$ cat src/rtl/swfcc_pkg.sv
// shared types, constants and functions of the sync word frame crc checker
package swfcc_pkg;

    localparam int MAX_PAYLOAD_DEF = 64;
    localparam int SYNC_BYTES      = 4;
    localparam int LEN_W           = 7;
    localparam int CMD_FIFO_DEPTH  = 2;

    localparam logic [15:0] CRC_INIT  = 16'hFFFF;
    localparam logic [15:0] CRC_POLY  = 16'h1021;

    localparam logic [31:0] SYNC_PATTERN_RST   = 32'hAABBCCDD;
    localparam logic [6:0]  PAYLOAD_LENGTH_RST = 7'd64;

    // configuration register indexes
    localparam logic [0:0] CFG_SYNC_PATTERN   = 1'b0;
    localparam logic [0:0] CFG_PAYLOAD_LENGTH = 1'b1;

    // command handed from the front end to the emitter
    typedef struct packed {
        logic             err;
        logic             bank;
        logic [LEN_W-1:0] len;
    } cmd_t;

    // emitter tells the front end that a payload bank is free again
    typedef struct packed {
        logic en;
        logic bank;
    } rel_t;

    typedef enum logic [0:0] {
        BK_IDLE,
        BK_DRAIN
    } bk_state_t;

    function automatic logic [15:0] crc_fold(input logic [15:0] crc, input logic [7:0] data);
        logic [15:0] c;
        c = crc ^ {data, 8'h00};
        for (int i = 0; i < 8; i++) begin
            c = c[15] ? ((c << 1) ^ CRC_POLY) : (c << 1);
        end
        return c;
    endfunction

    function automatic logic [7:0] sync_byte(input logic [31:0] pat, input logic [1:0] idx);
        logic [7:0] b;
        case (idx)
            2'd0:    b = pat[31:24];
            2'd1:    b = pat[23:16];
            2'd2:    b = pat[15:8];
            default: b = pat[7:0];
        endcase
        return b;
    endfunction

endpackage

$ cat src/rtl/swfcc_cmd_fifo.sv
// two-entry command queue between the front end and the emitter
module swfcc_cmd_fifo
    import swfcc_pkg::*;
(
    input  logic aclk,
    input  logic aresetn,
    input  logic push,
    input  cmd_t push_cmd,
    output logic full,
    input  logic pop,
    output cmd_t head,
    output logic empty
);

    localparam int PTR_W = (CMD_FIFO_DEPTH > 1) ? $clog2(CMD_FIFO_DEPTH) : 1;
    localparam int CNT_W = $clog2(CMD_FIFO_DEPTH + 1);

    cmd_t             entry_reg [CMD_FIFO_DEPTH];
    logic [PTR_W-1:0] wr_ptr_reg, wr_ptr_next;
    logic [PTR_W-1:0] rd_ptr_reg, rd_ptr_next;
    logic [CNT_W-1:0] count_reg, count_next;

    assign full  = (count_reg == CNT_W'(CMD_FIFO_DEPTH));
    assign empty = (count_reg == '0);
    assign head  = entry_reg[rd_ptr_reg];

    always_comb begin
        wr_ptr_next = wr_ptr_reg;
        rd_ptr_next = rd_ptr_reg;
        count_next  = count_reg;
        if (push) begin
            wr_ptr_next = (wr_ptr_reg == PTR_W'(CMD_FIFO_DEPTH - 1)) ? '0 : wr_ptr_reg + 1'b1;
        end
        if (pop) begin
            rd_ptr_next = (rd_ptr_reg == PTR_W'(CMD_FIFO_DEPTH - 1)) ? '0 : rd_ptr_reg + 1'b1;
        end
        if (push && !pop) begin
            count_next = count_reg + 1'b1;
        end else if (pop && !push) begin
            count_next = count_reg - 1'b1;
        end
    end

    always_ff @(posedge aclk) begin
        if (!aresetn) begin
            wr_ptr_reg <= '0;
            rd_ptr_reg <= '0;
            count_reg  <= '0;
        end else begin
            wr_ptr_reg <= wr_ptr_next;
            rd_ptr_reg <= rd_ptr_next;
            count_reg  <= count_next;
        end
    end

    always_ff @(posedge aclk) begin
        if (push) begin
            entry_reg[wr_ptr_reg] <= push_cmd;
        end
    end

endmodule

$ cat src/rtl/swfcc_front.sv
// front end: config registers, sync hunt, payload capture, crc check
module swfcc_front
    import swfcc_pkg::*;
#(
    parameter int MAX_PAYLOAD = MAX_PAYLOAD_DEF,
    parameter int ADDR_W      = 6
) (
    input  logic              aclk,
    input  logic              aresetn,
    input  logic              cfg_wr_en,
    input  logic [0:0]        cfg_index,
    input  logic [31:0]       cfg_data,
    input  logic              s_valid,
    output logic              s_ready,
    input  logic [7:0]        s_rx_byte,
    output logic              wr_en,
    output logic              wr_bank,
    output logic [ADDR_W-1:0] wr_addr,
    output logic [7:0]        wr_data,
    output logic              push,
    output cmd_t              push_cmd,
    input  logic              fifo_full,
    input  rel_t              rel
);

    logic [31:0]      sync_pattern_reg;
    logic [LEN_W-1:0] payload_length_reg;
    logic [LEN_W-1:0] fp_reg, fp_next;
    logic [15:0]      crc_reg, crc_next;
    logic [7:0]       crc_hi_reg, crc_hi_next;
    logic             wbank_reg, wbank_next;
    logic [1:0]       busy_reg, busy_next;

    logic [LEN_W-1:0] len;
    logic [LEN_W-1:0] pos;
    logic             hunt, is_store, is_hi, is_lo;
    logic             accept, crc_ok;

    always_comb begin
        if (payload_length_reg == '0) begin
            len = LEN_W'(1);
        end else if (payload_length_reg > LEN_W'(MAX_PAYLOAD)) begin
            len = LEN_W'(MAX_PAYLOAD);
        end else begin
            len = payload_length_reg;
        end
    end

    assign hunt     = (fp_reg < LEN_W'(SYNC_BYTES));
    assign pos      = fp_reg - LEN_W'(SYNC_BYTES);
    assign is_store = !hunt && (pos < len);
    assign is_hi    = !hunt && (pos == len);
    assign is_lo    = !hunt && (pos > len);

    // hold off while the target bank still drains or the queue has no room
    assign s_ready = !(is_store && busy_reg[wbank_reg]) && !(is_lo && fifo_full);
    assign accept  = s_valid && s_ready;
    assign crc_ok  = ({crc_hi_reg, s_rx_byte} == crc_reg);

    assign wr_en        = accept && is_store;
    assign wr_bank      = wbank_reg;
    assign wr_addr      = pos[ADDR_W-1:0];
    assign wr_data      = s_rx_byte;
    assign push         = accept && is_lo;
    assign push_cmd.err  = !crc_ok;
    assign push_cmd.bank = wbank_reg;
    assign push_cmd.len  = len;

    always_comb begin
        fp_next     = fp_reg;
        crc_next    = crc_reg;
        crc_hi_next = crc_hi_reg;
        wbank_next  = wbank_reg;
        busy_next   = busy_reg;
        if (rel.en) begin
            busy_next[rel.bank] = 1'b0;
        end
        if (accept) begin
            if (hunt) begin
                if (s_rx_byte == sync_byte(sync_pattern_reg, fp_reg[1:0])) begin
                    fp_next = fp_reg + 1'b1;
                    if (fp_reg == LEN_W'(SYNC_BYTES - 1)) begin
                        crc_next = CRC_INIT;
                    end
                end else begin
                    // retry the byte as the first sync byte
                    fp_next = (s_rx_byte == sync_byte(sync_pattern_reg, 2'd0)) ?
                              LEN_W'(1) : '0;
                end
            end else if (is_store) begin
                crc_next = crc_fold(crc_reg, s_rx_byte);
                fp_next  = fp_reg + 1'b1;
            end else if (is_hi) begin
                crc_hi_next = s_rx_byte;
                fp_next     = fp_reg + 1'b1;
            end else begin
                fp_next = '0;
                if (crc_ok) begin
                    busy_next[wbank_reg] = 1'b1;
                    wbank_next           = !wbank_reg;
                end
            end
        end
    end

    always_ff @(posedge aclk) begin
        if (!aresetn) begin
            sync_pattern_reg   <= SYNC_PATTERN_RST;
            payload_length_reg <= PAYLOAD_LENGTH_RST;
            fp_reg             <= '0;
            crc_reg            <= CRC_INIT;
            crc_hi_reg         <= '0;
            wbank_reg          <= 1'b0;
            busy_reg           <= '0;
        end else begin
            if (cfg_wr_en) begin
                case (cfg_index)
                    CFG_SYNC_PATTERN:   sync_pattern_reg   <= cfg_data;
                    CFG_PAYLOAD_LENGTH: payload_length_reg <= cfg_data[LEN_W-1:0];
                    default: ;
                endcase
            end
            fp_reg     <= fp_next;
            crc_reg    <= crc_next;
            crc_hi_reg <= crc_hi_next;
            wbank_reg  <= wbank_next;
            busy_reg   <= busy_next;
        end
    end

endmodule

$ cat src/rtl/swfcc_back.sv
// emitter: two-bank payload memory, drain sequencer and output register
module swfcc_back
    import swfcc_pkg::*;
#(
    parameter int ADDR_W      = 6
) (
    input  logic              aclk,
    input  logic              aresetn,
    input  logic              wr_en,
    input  logic              wr_bank,
    input  logic [ADDR_W-1:0] wr_addr,
    input  logic [7:0]        wr_data,
    input  cmd_t              head,
    input  logic              empty,
    output logic              pop,
    output rel_t              rel,
    output logic              m_valid,
    input  logic              m_ready,
    output logic [7:0]        m_payload_byte,
    output logic              m_frame_last,
    output logic              m_crc_error
);

    localparam int DEPTH = 2 * (1 << ADDR_W);

    logic [7:0]       mem [DEPTH];

    bk_state_t        state_reg, state_next;
    logic [ADDR_W-1:0] cnt_reg, cnt_next;
    logic             bank_reg, bank_next;
    logic [LEN_W-1:0] len_reg, len_next;

    logic             st_valid_reg, st_err_reg, st_last_reg;
    logic [7:0]       rd_data_reg;
    logic             m_valid_reg, m_frame_last_reg, m_crc_error_reg;
    logic [7:0]       m_payload_byte_reg;

    logic             st_load, can_issue, issue_rd, issue_err, last_rd;

    assign st_load   = st_valid_reg && (!m_valid_reg || m_ready);
    assign can_issue = !st_valid_reg || st_load;
    assign last_rd   = ({{(LEN_W - ADDR_W){1'b0}}, cnt_reg} == len_reg - 1'b1);

    always_comb begin
        state_next = state_reg;
        case (state_reg)
            BK_IDLE: begin
                if (!empty && can_issue && !head.err) begin
                    state_next = BK_DRAIN;
                end
            end
            BK_DRAIN: begin
                if (can_issue && last_rd) begin
                    state_next = BK_IDLE;
                end
            end
            default: state_next = BK_IDLE;
        endcase
    end

    always_comb begin
        pop       = 1'b0;
        issue_rd  = 1'b0;
        issue_err = 1'b0;
        rel       = '0;
        cnt_next  = cnt_reg;
        bank_next = bank_reg;
        len_next  = len_reg;
        case (state_reg)
            BK_IDLE: begin
                if (!empty && can_issue) begin
                    pop = 1'b1;
                    if (head.err) begin
                        issue_err = 1'b1;
                    end else begin
                        cnt_next  = '0;
                        bank_next = head.bank;
                        len_next  = head.len;
                    end
                end
            end
            BK_DRAIN: begin
                if (can_issue) begin
                    issue_rd = 1'b1;
                    cnt_next = cnt_reg + 1'b1;
                    if (last_rd) begin
                        rel.en   = 1'b1;
                        rel.bank = bank_reg;
                    end
                end
            end
            default: ;
        endcase
    end

    always_ff @(posedge aclk) begin
        if (wr_en) begin
            mem[{wr_bank, wr_addr}] <= wr_data;
        end
    end

    always_ff @(posedge aclk) begin
        if (issue_rd) begin
            rd_data_reg <= mem[{bank_reg, cnt_reg}];
        end
    end

    always_ff @(posedge aclk) begin
        if (!aresetn) begin
            state_reg    <= BK_IDLE;
            st_valid_reg <= 1'b0;
            m_valid_reg  <= 1'b0;
        end else begin
            state_reg <= state_next;
            if (issue_rd || issue_err) begin
                st_valid_reg <= 1'b1;
            end else if (st_load) begin
                st_valid_reg <= 1'b0;
            end
            if (st_load) begin
                m_valid_reg <= 1'b1;
            end else if (m_ready) begin
                m_valid_reg <= 1'b0;
            end
        end
    end

    always_ff @(posedge aclk) begin
        cnt_reg  <= cnt_next;
        bank_reg <= bank_next;
        len_reg  <= len_next;
        if (issue_rd || issue_err) begin
            st_err_reg  <= issue_err;
            st_last_reg <= issue_err || last_rd;
        end
        if (st_load) begin
            m_payload_byte_reg <= st_err_reg ? 8'h00 : rd_data_reg;
            m_frame_last_reg   <= st_last_reg;
            m_crc_error_reg    <= st_err_reg;
        end
    end

    assign m_valid        = m_valid_reg;
    assign m_payload_byte = m_payload_byte_reg;
    assign m_frame_last   = m_frame_last_reg;
    assign m_crc_error    = m_crc_error_reg;

endmodule

$ cat src/rtl/sync_word_frame_crc_checker_top.sv
// top level of the sync word frame crc checker
//
// Input channel s_*: one received byte per transaction. The block hunts for the
// 4-byte sync word, captures payload_length payload bytes while folding them into
// a crc-16 (poly 0x1021, start 0xffff), then takes a big-endian 2-byte crc.
// Output channel m_*: on a crc match, one transaction per payload byte with
// m_frame_last on the final one; on a mismatch, one transaction with m_crc_error
// and m_frame_last set and a zero byte.
// Throughput: one input byte per cycle. The front end stalls s_ready only when a
// payload byte targets a memory bank that is still being drained, or when the
// two-entry command queue is full at the crc low byte.
// With an idle emitter an error transaction goes from the command queue through
// the read stage to the output register; a good frame then drains at one byte
// per cycle from a registered memory read while m_ready does not stall.
// Two payload banks let a frame drain while the next one is received.
// Reset (aresetn low, synchronous) restores the register defaults and returns to
// the hunt; no clearing pass is needed. A stalled m_ready holds the output
// register; the read stage holds one more result and the queue up to two frames.
module sync_word_frame_crc_checker_top
    import swfcc_pkg::*;
#(
    parameter int MAX_PAYLOAD = MAX_PAYLOAD_DEF
) (
    input  logic        aclk,
    input  logic        aresetn,
    input  logic        cfg_wr_en,
    input  logic [0:0]  cfg_index,
    input  logic [31:0] cfg_data,
    input  logic        s_valid,
    output logic        s_ready,
    input  logic [7:0]  s_rx_byte,
    output logic        m_valid,
    input  logic        m_ready,
    output logic [7:0]  m_payload_byte,
    output logic        m_frame_last,
    output logic        m_crc_error
);

    localparam int ADDR_W = (MAX_PAYLOAD > 1) ? $clog2(MAX_PAYLOAD) : 1;

    logic              wr_en, wr_bank;
    logic [ADDR_W-1:0] wr_addr;
    logic [7:0]        wr_data;
    logic              push, pop, fifo_full, fifo_empty;
    cmd_t              push_cmd, head;
    rel_t              rel;

    swfcc_front #(
        .MAX_PAYLOAD (MAX_PAYLOAD),
        .ADDR_W      (ADDR_W)
    ) u_front (
        .aclk      (aclk),
        .aresetn   (aresetn),
        .cfg_wr_en (cfg_wr_en),
        .cfg_index (cfg_index),
        .cfg_data  (cfg_data),
        .s_valid   (s_valid),
        .s_ready   (s_ready),
        .s_rx_byte (s_rx_byte),
        .wr_en     (wr_en),
        .wr_bank   (wr_bank),
        .wr_addr   (wr_addr),
        .wr_data   (wr_data),
        .push      (push),
        .push_cmd  (push_cmd),
        .fifo_full (fifo_full),
        .rel       (rel)
    );

    swfcc_cmd_fifo u_fifo (
        .aclk     (aclk),
        .aresetn  (aresetn),
        .push     (push),
        .push_cmd (push_cmd),
        .full     (fifo_full),
        .pop      (pop),
        .head     (head),
        .empty    (fifo_empty)
    );

    swfcc_back #(
        .ADDR_W      (ADDR_W)
    ) u_back (
        .aclk           (aclk),
        .aresetn        (aresetn),
        .wr_en          (wr_en),
        .wr_bank        (wr_bank),
        .wr_addr        (wr_addr),
        .wr_data        (wr_data),
        .head           (head),
        .empty          (fifo_empty),
        .pop            (pop),
        .rel            (rel),
        .m_valid        (m_valid),
        .m_ready        (m_ready),
        .m_payload_byte (m_payload_byte),
        .m_frame_last   (m_frame_last),
        .m_crc_error    (m_crc_error)
    );

    // the front end never pushes into a full queue
    assert property (@(posedge aclk) disable iff (!aresetn) push |-> !fifo_full)
        else $error("command pushed into full queue");

    // the emitter never pops an empty queue
    assert property (@(posedge aclk) disable iff (!aresetn) pop |-> !fifo_empty)
        else $error("command popped from empty queue");

    // an error transaction is a one-item frame with a zero byte
    assert property (@(posedge aclk) disable iff (!aresetn)
        (m_valid && m_crc_error) |-> (m_frame_last && m_payload_byte == 8'h00))
        else $error("malformed crc error transaction");

    // a payload write never lands in the bank being released in the same cycle
    assert property (@(posedge aclk) disable iff (!aresetn)
        (wr_en && rel.en) |-> (wr_bank != rel.bank))
        else $error("payload write into a bank still draining");

endmodule
$ cat config.mk
export PLATFORM = sky130hd
export DESIGN_NAME = sync_word_frame_crc_checker_top
export DESIGN_NICKNAME = d
export VERILOG_FILES = /design/src/rtl/swfcc_pkg.sv /design/src/rtl/swfcc_cmd_fifo.sv /design/src/rtl/swfcc_front.sv /design/src/rtl/swfcc_back.sv /design/src/rtl/sync_word_frame_crc_checker_top.sv
export SDC_FILE = /design/constraint.sdc
export NUM_CORES = 1
export LEC_CHECK = 0
export BUFFER_PORTS_ARGS = -buffer_cell sky130_fd_sc_hd__buf_2
export CAP_MARGIN = 10
export CORE_MARGIN = 10
export CORE_UTILIZATION = 30
export DETAILED_ROUTE_END_ITERATION = 8
export GPL_TIMING_DRIVEN = 0
export PLACE_DENSITY = 0.48
export SKIP_LAST_GASP = 1
export SLEW_MARGIN = 20
export SYNTH_ARGS = -nofsm -noshare
export SYNTH_HDL_FRONTEND = slang
export SYNTH_HIERARCHICAL = 1
export SYNTH_SLANG_ARGS = --single-unit
$ cat constraint.sdc
create_clock -name aclk -period 4.45 [get_ports aclk]
set_clock_uncertainty 0.05 [all_clocks]
set_input_delay 0.445 -clock aclk [delete_from_list [all_inputs] [get_ports aclk]]
set_output_delay 0.445 -clock aclk [all_outputs]
set_load 0.03 [all_outputs]
==> results of run 1 <==
-- cells in the mapped netlist (all sizes together) (2+ instances only) --
library cell and number:
nor2b 42, xnor2 47, clkinv 2, and4 3
a32oi 8, nor3b 2, or3 4, or4 2
nor4 5, buf 94, o221ai 4, nand2b 8
edfxtp 1076, a22oi 40, a311oi 2, nor2 142
nand3b 2, ha 16, nand3 50, mux2 24
and2b 2, a21oi 36, nor3 19, and2 16
a222oi 8, a31oi 15, o211ai 21, o2111ai 4
inv 42, xor2 27, nand2 162, a41oi 14
a211oi 3, clkbuf 71, o21a 2, a221oi 24
o21ai 53, dfxtp 81, mux2i 203, nor4b 5
nand4 30, mux4 195, a21boi 14
-- repair_timing --
item	CTS	global route
gates resized for setup	204	28
pin swaps	32	9
hold buffers	35	0
hold endpoints to repair	42	0
setup buffers	46	6
setup endpoints to repair	1050	952
-- logic make-up (layout without fill, tap and decap cells) --
family / after synthesis / after routing / share of synthesized area, %
muxes: 422 / 422 / 14.4
adders and majority gates: 16 / 16 / 0.428
xor gates and xnor gates: 74 / 74 / 1.39
and+or+nand+nor: 499 / 499 / 4.99
DFF: 1157 / 1157 / 72.6
AOI/OAI and AO/OA: 250 / 250 / 3.80
other: 0 / 1 / 0
buffers and inverters: 209 / 569 / 2.41
-- metrics by stage --
stage	util (%)	instances	power [mW]
2_1_floorplan	-	2627	17.6
3_3_place_gp	32.1	4718	21.3
3_5_place_dp	32.2	4727	21.4
4_1_cts	35.8	5025	31.1
5_1_grt	35.9	5031	31.9
6_report	35.9	5032	30.9
-- power breakdown --
part	internal, mW	switching, mW	leakage (nW)
combinational	3.18	5.78	5.47
sequential	12.1	0.147	10.4
clock	5.50	4.24	1.83
total	20.8	10.2	17.7
-- worst paths after layout --
kind	start	to	slack, ps
max	u_back/cnt_reg[2]$_SDFFCE_PN0P_	u_back/rd_data_reg[7]$_DFFE_PP_	-110
min	cfg_index	u_front/payload_length_reg[3]$_SDFFE_PN0P_	90
max reg2reg	u_back/cnt_reg[2]$_SDFFCE_PN0P_	u_back/rd_data_reg[7]$_DFFE_PP_	-110
min reg2reg	u_front/busy_reg[1]$_SDFF_PN0_	u_front/busy_reg[1]$_SDFF_PN0_	410
-- critical path, delay by kind of cell, from the launching register on --
kind / cells / cell delay (ps)
AO/OA/AOI/OAI: 4 / 1870
buffers and inverters: 2 / 1240
flip-flops: 1 / 620
multiplexers: 1 / 450
-- layout make-up --
class | count | area (µm²) | area share (%)
antenna | 1 | 2.50 | 0.00451
multi-input combinational | 1261 | 12600 | 22.6
tap | 2044 | 2560 | 4.61
timing repair buffer | 143 | 1430 | 2.58
clock inverter | 80 | 717 | 1.29
sequential | 1157 | 33900 | 61.1
inverter | 44 | 170 | 0.307
clock buffer | 138 | 3070 | 5.53
buffer | 164 | 1050 | 1.90
-- metal layers --
layer	track usage, %	vias up
met5	0	-
met4	5.77	2
met3	3.53	245
met2	25.4	1067
met1	21.6	13739
li1	-	10970
==> reports/results.ini, run 1 <==
[logic_synthesis]
netlist_area_um2=46700
ys.flop_type=edfxtp_1
synth-async-reset-ratio_pct=0
ys_warn_count=6
synthDistinctLibCells=72
ys_seq_area_share_pct=72.6
netlist_instances=2627
synthTopCellsByArea=edfxtp_1, mux4_2, mux2i_1
ys_seq_elements=1157
syn_nets=2689
synth_top_area_share_pct=69.1
syn_avg_cell_area_um2=17.8
yosys.area.top_type=edfxtp_1
synth_edf_count=1076

[pwr]
ir_worst_vdd_mv=0.331
power_density_nw_per_um2=558
cellLeakagePower_nw=17.7

[detailed_routing]
drt_first_pass_iters=5
wl_met3_um=10800
drc=0
wl_met1_um=59900
highest_layer=met5
vias=26023
dr_wl_met2_um=65500
viasPerCell=5.17
routed_wl_um=142000
ant_nets=0
wire_per_inst_um=28.2
first_iter_violations=2543

[sta]
fin_crit_sh_pct=102
slew_headroom_pct=16.7
finalSetupViolCount=3
maxSlewViolCount=0
worst_slack_ps=-107
setup_tns_ps=-166
fin_crit_ps=4560
tightest_slew_ps=1240
hold_violations=0
fmax_ghz=0.219
rsz0062_at_grt=false
worst_hold_slack_ps=89.7

[clock_tree]
cts_tree=yes
cts.sink_count=1157
cts_root_buf=clkbuf_16
cts_buffers=118
clk_latency_ps=750
cts_buffer_depth=3
clkTransAtPathRegs_ps=60
h-tree-depth=3

[setup_path]
crit_arrival_ps=4960
required_ps=4850
worst-path-max-fanout=10
max_stage_delay_ps=750
reg2regPathDepth=7
path_cells=buf_2 -> clkbuf_1 -> mux4_2 -> a221oi_1 -> o21ai_0 -> a22oi_1 -> a21oi_1
cp-start-kind=flop
endpoint_kind=flop
cpMaxStageDelayCell=clkbuf_1
crit_type=flop to flop

[layout]
fillers=14281
layout-drive-gt1-share_pct=24.7
largest_reg_flops=1024
final_common_cell=edfxtp_1
final_cell_mix=edfxtp_1, mux2i_1, mux4_2
area_growth_pct=18.7
fin_nets=2951
design_area_um2=55500

[flow_run]
cap_violations=0

[global_routing]
grt_pass1_wl_um=200000
grt_pass1_vias=26404
track_usage_pct=16.0
grt_max_degree=129
globalRouteOverflowTotal=0
antenna_found_initial=6

[floorplanning]
fp.dieW_um=415
die_area_um2=172000
io_pins=58
die_h_um=415
start_util_pct=30.3
coreArea_um2=154000
rows=144

[outcome]
violations=setup timing
outcome=complete, but fails checks

[placement]
io_buffers=47
place_area_um2=49800
place_congestion=0.946
preCtsSetupSlack_ps=-1780
dp_hpwl_um=95600

[worst_hold_path]
holdCritPathClass=primary input to flop
whs_path_depth=3

(Power assumes the default switching activity.)
==> inputs of run 2 (changes only) <==
Settings changed: PLACE_DENSITY 0.48 to not set, PLACE_DENSITY_LB_ADDON set to 0.1.
==> run 2 against run 1 <==
  * Clock-buffer cell count up 38
  * Via count is 0.58% lower
  * Sequential cell count stayed put
  * Cell count grew 0.76%
  * The run still ends with setup timing left
  * Clock power is 8% higher
  * Wire length increased by 6.9%
  * Combinational power up 3.0%
  * Critical path depth grew 1
  * Sequential share of layout area fell by 0.89 points
  * Final area increased by 1.5%
  * Utilization rose by 0.53 points
  * Critical path type unchanged
  * Worst setup slack worse by 2.8 ps
  * Largest power group unchanged
  * Critical endpoint unchanged
==> reports/results.ini, run 2 (synthesis gave the netlist of run 1 again) <==
[global_routing]
grt_pass1_wl_um=211000  ; +5.7%
grt_max_degree=129  ; unchanged
antenna_found_initial=8  ; +2
grt_pass1_vias=26520  ; +0.44%
track_usage_pct=17.3  ; +1.2 points
globalRouteOverflowTotal=0  ; unchanged

[pwr]
power_mw=32.0  ; +3.4%
p_clk_share_pct=32.9  ; +1.4 points
cellLeakagePower_nw=18.0  ; +2.1%
p_switching_mw=10.6  ; +3.9%
power_density_nw_per_um2=568  ; +1.9%
intPower_mw=21.4  ; +3.1%
swShare_pct=33.0  ; +0.16 points
pwr-share-comb_pct=28.9  ; about the same
ir_worst_vdd_mv=0.451  ; +36%
p_seq_share_pct=38.3  ; -1.3 points

[layout]
fin_cells=5070  ; +0.76%
antenna_cells=0  ; -1
layout-drive-gt1-share_pct=25.7  ; +1.0 points
design_area_um2=56300  ; +1.5%
largest_reg_flops=1024  ; unchanged
fin_nets=2984  ; +1.1%
final_cell_mix=edfxtp_1, mux2i_1, mux4_2
area_growth_pct=20.5
final_common_cell=edfxtp_1
final_core_util_pct=36.5  ; +0.53 points

[sta]
fmax_ghz=0.219  ; about the same
rsz0062_at_grt=true
worst_hold_slack_ps=54.4  ; -35.3 ps
worst_slack_ps=-110  ; -2.80 ps
maxSlewViolCount=0  ; unchanged
slew_headroom_pct=21.0  ; +4.3 points
fin_crit_sh_pct=102  ; about the same
hold_violations=0  ; unchanged
fin_crit_ps=4560  ; +2.80 ps
finalSetupViolCount=2  ; -1
setup_tns_ps=-131  ; +35.2 ps
tightest_slew_ps=1180  ; -59.7 ps

[setup_path]
r2r_start=u_back/cnt_reg[2]$_SDFFCE_PN0P_
reg2regPathDepth=8  ; +1
required_ps=4920  ; +70 ps
path_cells=buf_4 -> buf_2 -> clkbuf_2 -> mux4_2 -> mux2i_1 -> o21ai_0 -> a22oi_1 -> a21oi_1
worst-path-max-fanout=10  ; unchanged
cpMaxStageDelayCell=o21ai_0
max_stage_delay_ps=820  ; +70 ps
r2r_slack_ps=-110  ; about the same
cp-start-kind=flop
endpoint_kind=flop
crit_arrival_ps=5030  ; +70 ps
r2r_end=u_back/rd_data_reg[7]$_DFFE_PP_
crit_type=flop to flop
critPathBufInv=3  ; +1
cp_num_cells=8  ; +1
crit_family=compound AO/OA/AOI/OAI gates

[placement]
place_area_um2=49800  ; about the same
io_buffers=47  ; unchanged
dp_hpwl_um=103000  ; +8.3%
place_congestion=1.07  ; +13%
preCtsSetupSlack_ps=-2120  ; -342 ps
dp.cells=4728  ; +0.021%

[floorplanning]
die_area_um2=172000  ; unchanged
start_util_pct=30.3  ; unchanged
io_pins=58  ; unchanged
fp.dieW_um=415  ; unchanged
die_h_um=415  ; unchanged
rows=144  ; unchanged
coreArea_um2=154000  ; unchanged

[clock_tree]
cts_root_buf=clkbuf_16
cts_tree=yes
clk_latency_ps=780  ; +30 ps
cts.sink_count=1157  ; unchanged
cts_buffers=132  ; +12%
h-tree-depth=4  ; +1
cts_buffer_depth=3  ; unchanged
clkTransAtPathRegs_ps=60  ; about the same

[detailed_routing]
viasPerCell=5.10  ; -1.3%
routed_wl_um=152000  ; +6.9%
ant_nets=0  ; unchanged
vias=25871  ; -0.58%
drt_first_pass_iters=6  ; +1
drc=0  ; unchanged
first_iter_violations=2570  ; +1.1%
wire_per_inst_um=29.9  ; +6.1%

[outcome]
violations=setup timing
outcome=complete, but fails checks

[worst_hold_path]
whs_path_depth=3  ; unchanged
holdCritPathClass=primary input to flop
min-delay-start=cfg_index
whs_endpoint=u_front/payload_length_reg[3]$_SDFFE_PN0P_

[flow_run]
cap_violations=0  ; unchanged

-- run 2: layout make-up --
type                    count  area (µm²)
clock buffers             176        3620
flip-flops and latches   1157       33900
repair buffers            162        1770
plain buffers             164        1070
fillers                 14305       98100
clock inverters            62         546
well taps                2044        2560
multi-input cells        1261       12600
inverters                  44         168
-- run 2: how the worst max path moves through the flow --
stage	startpoint	to	slack [ps]
floorplan	u_front/fp_reg[2]$_SDFFE_PN0N_	u_back/mem[110][0]$_DFFE_PP_	550
global placement	u_front/fp_reg[2]$_SDFFE_PN0N_	u_back/mem[84][1]$_DFFE_PP_	-2250
detailed placement	u_front/fp_reg[2]$_SDFFE_PN0N_	u_back/mem[46][2]$_DFFE_PP_	-2120
CTS	u_back/cnt_reg[2]$_SDFFCE_PN0P_	u_back/rd_data_reg[5]$_DFFE_PP_	-240
global route	u_front/fp_reg[2]$_SDFFE_PN0N_	u_back/mem[92][7]$_DFFE_PP_	-3
finish	u_back/cnt_reg[2]$_SDFFCE_PN0P_	u_back/rd_data_reg[7]$_DFFE_PP_	-110
-- run 2: power by group through the flow --
stage                     clock network (mW)  registers, mW  logic (mW)
final                                   10.5           12.2        9.23
after global routing                    11.3           12.2        9.64
after CTS                               10.8           12.2        9.25
after detailed placement                   0           12.5        9.20
after global placement                     0           12.5        9.17
after floorplan                            0           12.4        5.18
-- run 2: repair_timing --
item / 4_1_cts / 5_1_grt
setup endpoints to repair: 1051 / 959
pin swaps: 37 / 15
hold endpoints to repair: 47 / 0
gates resized for setup: 217 / 49
setup buffers: 53 / 16
hold buffers: 34 / 0
cloned: 0 / 1
-- run 2: worst min-delay path: cells and delay by family --
kind                   cells  cell delay [ps]
AND/OR/NAND/NOR            1              140
buffers and inverters      1              190
AO/OA/AOI/OAI              1               50
-- run 2: routing by layer --
metal / vias to the layer above / track usage, % / wire length, µm
met4: 2 / 5.37 / 4340
li1: 11029 / - / -
met3: 209 / 3.57 / 8390
met5: - / 0 / 7
met2: 804 / 28.1 / 72400
met1: 13827 / 23.1 / 66400
